==> config.mk <==
export PLATFORM = sky130hd
export DESIGN_NAME = siof_ram
export DESIGN_NICKNAME = d
export VERILOG_FILES = /design/src/rtl/sorted_interval_overlap_filter_top_defines.svh /design/src/rtl/siof_ram.sv
export SDC_FILE = /design/constraint.sdc
export NUM_CORES = 1
export LEC_CHECK = 0
export BUFFER_PORTS_ARGS = -buffer_cell sky130_fd_sc_hd__buf_2
export CORE_UTILIZATION = 45
export DETAILED_ROUTE_END_ITERATION = 8
export PLACE_DENSITY_LB_ADDON = 0.05
export RECOVER_POWER = 100
export SYNTH_ARGS = -nofsm -noshare
export SYNTH_HDL_FRONTEND = slang
export SYNTH_SLANG_ARGS = --single-unit
==> constraint.sdc <==
create_clock -name i_clk -period 4.6 [get_ports i_clk]
set_input_delay 0.46 -clock i_clk [delete_from_list [all_inputs] [get_ports i_clk]]
set_output_delay 0.46 -clock i_clk [all_outputs]
set_load 0.02 [all_outputs]
==> src/rtl/sorted_interval_overlap_filter_top_defines.svh <==
// Assertion macros for the sorted interval overlap filter.
// Included by the top level; no other dependencies.
`ifndef SORTED_INTERVAL_OVERLAP_FILTER_TOP_DEFINES_SVH
`define SORTED_INTERVAL_OVERLAP_FILTER_TOP_DEFINES_SVH

`ifndef ASSERT_OFF
`define SIOF_ASSERT(lbl, cond) \
    lbl: assert property (@(posedge i_clk) disable iff (!i_rst_n) (cond)) \
        else $error("siof assertion failed");
`define SIOF_ASSERT_IMPL(lbl, ante, cons) \
    lbl: assert property (@(posedge i_clk) disable iff (!i_rst_n) (ante) |-> (cons)) \
        else $error("siof implication failed");
`else
`define SIOF_ASSERT(lbl, cond)
`define SIOF_ASSERT_IMPL(lbl, ante, cons)
`endif

`endif

==> src/rtl/siof_ram.sv <==
`timescale 1ns / 1ps
// Generic simple dual-port RAM: one write port, one read port, registered read.
// No dependencies.
module siof_ram #(
    parameter int WIDTH = 8,
    parameter int DEPTH = 16,
    parameter int AW    = $clog2(DEPTH)
) (
    input  logic             i_clk,
    input  logic             i_we,
    input  logic [AW-1:0]    i_waddr,
    input  logic [WIDTH-1:0] i_wdata,
    input  logic [AW-1:0]    i_raddr,
    output logic [WIDTH-1:0] o_rdata
);

    logic [WIDTH-1:0] r_mem [DEPTH];
    logic [WIDTH-1:0] r_rdata;

    always_ff @(posedge i_clk) begin
        if (i_we) begin
            r_mem[i_waddr] <= i_wdata;
        end
        r_rdata <= r_mem[i_raddr];
    end

    assign o_rdata = r_rdata;

endmodule

After elaboration in Yosys (flattened, before gate mapping)

Memories as Yosys holds them, arrays and structs flattened. A register that Yosys moved wholly into a read port is not among the register bits.
Cells that the tools add are included.

Output and inout bits: 8
Logic and storage cells: 3
Bits in read-only memories: 0
Memories kept: 1
Bits of input ports: 18
Latch bits: 0
Memory bits (writable): 128
Bits in registers: 0

Muxes and demuxes: 2
Multipliers: 0
Magnitude comparators: 0
Equality and inequality tests: 0
Bitwise operators: 0
Divide/modulo/power cells: 0
Reduce and logical (&&, ||, !) cells: 0
Add/subtract/negate cells: 0
Shifts and indexed selects: 0

Memories:

| memory | words | bits a word | rd ports | clocked after memory_dff | write ports | RTL line       | RTL |
|---|---|---|---|---|---|---|---|
| r_mem  | 16    | 8           | 1        | 1                        | 1           | siof_ram.sv:17 | `logic [WIDTH-1:0] r_mem [DEPTH];` |

Operators with widths:

| kind    | number |
|---|---|
| $mux W1 | 2 |

Longest topological paths before layout

Depth after elaboration: 2
Mapped depth: 5
Gate-level depth less buffers: 3

Least setup slack after synthesis

OpenSTA, ideal clock, no wires.

Path kind: in2reg
Start point: in i_waddr[2]
End point: mem r_mem[0][0] (enable)
Path buffers: 0
Setup time: 383 ps
Data arrival time: 1,570 ps
Data required time: 4,217 ps
Setup slack: 2,647 ps
Stages: 2
Path through: or3b_2 > nor3_1

RTL lines:

| item            | RTL line       | RTL |
|---|---|---|
| start, declared | siof_ram.sv:11 | `input logic [AW-1:0] i_waddr,` |
| end, declared   | siof_ram.sv:17 |  |

Straight into the memory's write port.

==> run_results.csv <==
group,metric,value,unit
final_layout,postLayoutCoreUtil,54.36,%
sta,finalSetupViolations,0,
setup_path,worstReg2RegStart,"r_mem[1][5]",
synth,avgSynthCellArea,22.48,um2
final_layout,fin_nets,285,
flow_run,cap_violations,1,
setup_path,worstSetupPathType,"primary input to flop",
sta,slew_headroom,-5.267,%
clock_tree,clk_pin_slew_worst_paths,0.06,ns
setup_path,reg2reg_depth,3,
die,die_area,11870,um2
synth,syn_inst,229,
global_routing,grt_first_pass_wirelength,14.62,mm
placed_design,portBuffers,25,
placed_design,post-place-ws,2.013,ns
sta,rsz0062_at_grt,"false",
setup_path,required,4.89,ns
final_layout,nFillCells,875,
synth,yosysWarnings,0,
sta,fin_setup_tns,0,ns
drt,ant_nets,0,
final_layout,mostFrequentLayoutCell,"edfxtp_1",
setup_path,r2r_setup_slack,3.19,ns
die,start_util,46.87,%
drt,routed_via_density,5.690,
die,fp.coreArea,10980,um2
final_layout,diodes,0,
synth,syn_area,5147,um2
drt,drc,0,
final_layout,multi_input_area,1057,um2
die,io_pins,26,
global_routing,overflow,0,
clock_tree,cts.path.max_buffers,2,
drt,wirelength,9.766,mm
run_status,outcome,"finished, violations left",
clock_tree,cts_resized,0,
die,num_rows,38,
min_path,min_to,"r_mem[4][3]",
sta,layout_setup_ws,1.994,ns
synth,synth_nets,247,
clock_tree,cts-root-buf,"clkbuf_16",
sta,hold_viol,0,
placed_design,post_dp_cell_area,5391,um2
clock_tree,cts_hold_buf,0,
drt,via_count,2390,
sta,fin_crit,2.606,ns
sta,period_share,56.66,%
power_and_ir_drop,peakVddDrop,0.2653,mV
placed_design,dp_hpwl,5.861,mm
setup_path,r2r_end,"o_rdata[5]",
global_routing,grt_max_degree,33,
setup_path,cp.arrival,2.89,ns
setup_path,cp-end-kind,"flop",
sta,fin_skew,0.009714,ns
global_routing,antenna_found_initial,0,
clock_tree,cts_tree,"done",
clock_tree,htreeDepth,4,
final_layout,register_area,4004,um2
run_status,violations,"capacitance limit, slew limit",
placed_design,gp_congestion,0.7482,
clock_tree,post_cts.repair.setup_buffers,0,
sta,tightest_slew,1.579,ns
synth,seq_area_frac_synth,77.78,%
final_layout,mostFrequentLayoutCells,"128 x edfxtp_1, 23 x clkbuf_1, 18 x mux4_2",
setup_path,cp_max_fo,20,
die,die_x,109.0,um
setup_path,crit_path_start_kind,"primary input",
power_and_ir_drop,finalPower,2.905,mW
final_layout,drive_gt1_share,20.00,%
power_and_ir_drop,power_density,486.5,nW/um2
power_and_ir_drop,leakage,1.940,nW
synth,synth_seq_cells,136,
drt,drt_iter0_markers,129,
final_layout,synthToLayoutAreaGrowth,15.99,%
final_layout,fin_area,5971,um2
die,dieHeight,109.0,um
clock_tree,cts.sinks,136,
clock_tree,cts_buffers,17,
sta,slew_viol_final,21,
synth,yosys.cell_types.count,19,
sta,fmax,0.3837,GHz
drt,post_drt_wl_per_cell,23.25,um
min_path,hold_class,"primary input to flop",
min_path,whs_path_depth,1,
drt,dr.pass1.iters,5,
global_routing,grt_pass1_vias,2421,
clock_tree,clkLatencyLatePin,0.42,ns
global_routing,grt.total_usage,18.65,%
min_path,hold_start,"i_wdata[3]",
-- per-layer routing --
layer	share of wire, %	track usage, %	up-vias	wire, um
li1	-	-	1050	-
met1	48	26.20	1259	4642
met2	47	27.54	70	4560
met3	4.3	5.021	11	417
met4	1.5	8.108	0	146
met5	0	0	-	0
-- power breakdown --
part           internal (mW)  leakage, nW  switching [mW]
logic                 0.0462        0.421          0.0793
registers               1.39         1.22         0.00682
clock network          0.892        0.295           0.494
-- kinds of logic after synthesis --
kind of cell	Yosys count	synth area share [%]
AO/OA/AOI/OAI	16	2.334
buffers and inverters	10	1.677
flip-flops	136	77.78
multiplexers	32	15.02
AND/OR/NAND/NOR	35	3.184
-- worst max-delay path by stage --
stage	slack (ns)	cells past startpoint	from	end
finish	1.99	5	i_raddr[0]	o_rdata[5]
global route	1.73	5	i_raddr[0]	o_rdata[4]
CTS	2.45	3	i_waddr[2]	r_mem[0][5]
detailed placement	2.01	3	i_waddr[2]	r_mem[0][7]
global placement	2.09	3	i_waddr[2]	r_mem[0][3]
floorplan	2.65	2	i_waddr[2]	r_mem[0][0]
-- Yosys cell counts --
master           instances  area (um2)
mux4_1                  14       367.9
and2b_1                  1       7.510
dfxtp_1                  8       160.2
buf_4                    1       7.510
a22oi_1                 16       120.1
edfxtp_1               128        3844
mux4_2                  18       405.4
nor2b_1                  1       6.260
and2_1                   1       6.260
clkdlybuf4s25_2          3       30.03
or3b_2                   1       8.760
nand3_1                  1       5.000
nor3_1                   4       20.02
buf_6                    3       33.78
nor2_1                  13       48.80
nand2b_1                 2       12.51
nand2_1                  9       33.78
buf_2                    3       15.01
nand3b_1                 2       15.01
-- cell type report --
cell class,instances,area share [%]
clock buffer,20,7.816
clock inverter,12,2.494
multi-input combinational,83,17.71
sequential,136,67.06
tap,140,2.934
timing repair buffer,29,1.991
-- metrics by stage --
stage | hold slack [ns] | cells
finish | 0.5634 | 420
global route | 0.5952 | 420
CTS | 0.4232 | 420
detailed placement | 0.6611 | 388
global placement | 0.6530 | 388
floorplan | 0.5589 | 229
-- registers in the layout, summed over array words and instances, names as in the netlist --
signal,count
r_mem,128
o_rdata,8
-- critical path, cell delays in order --
cell,delay [ns]
clkbuf_1,1.12
buf_4,0.46
mux4_1,0.58
a22oi_1,0.19
nand2_1,0.07
No activity file was read; power rests on OpenSTA's default activity.
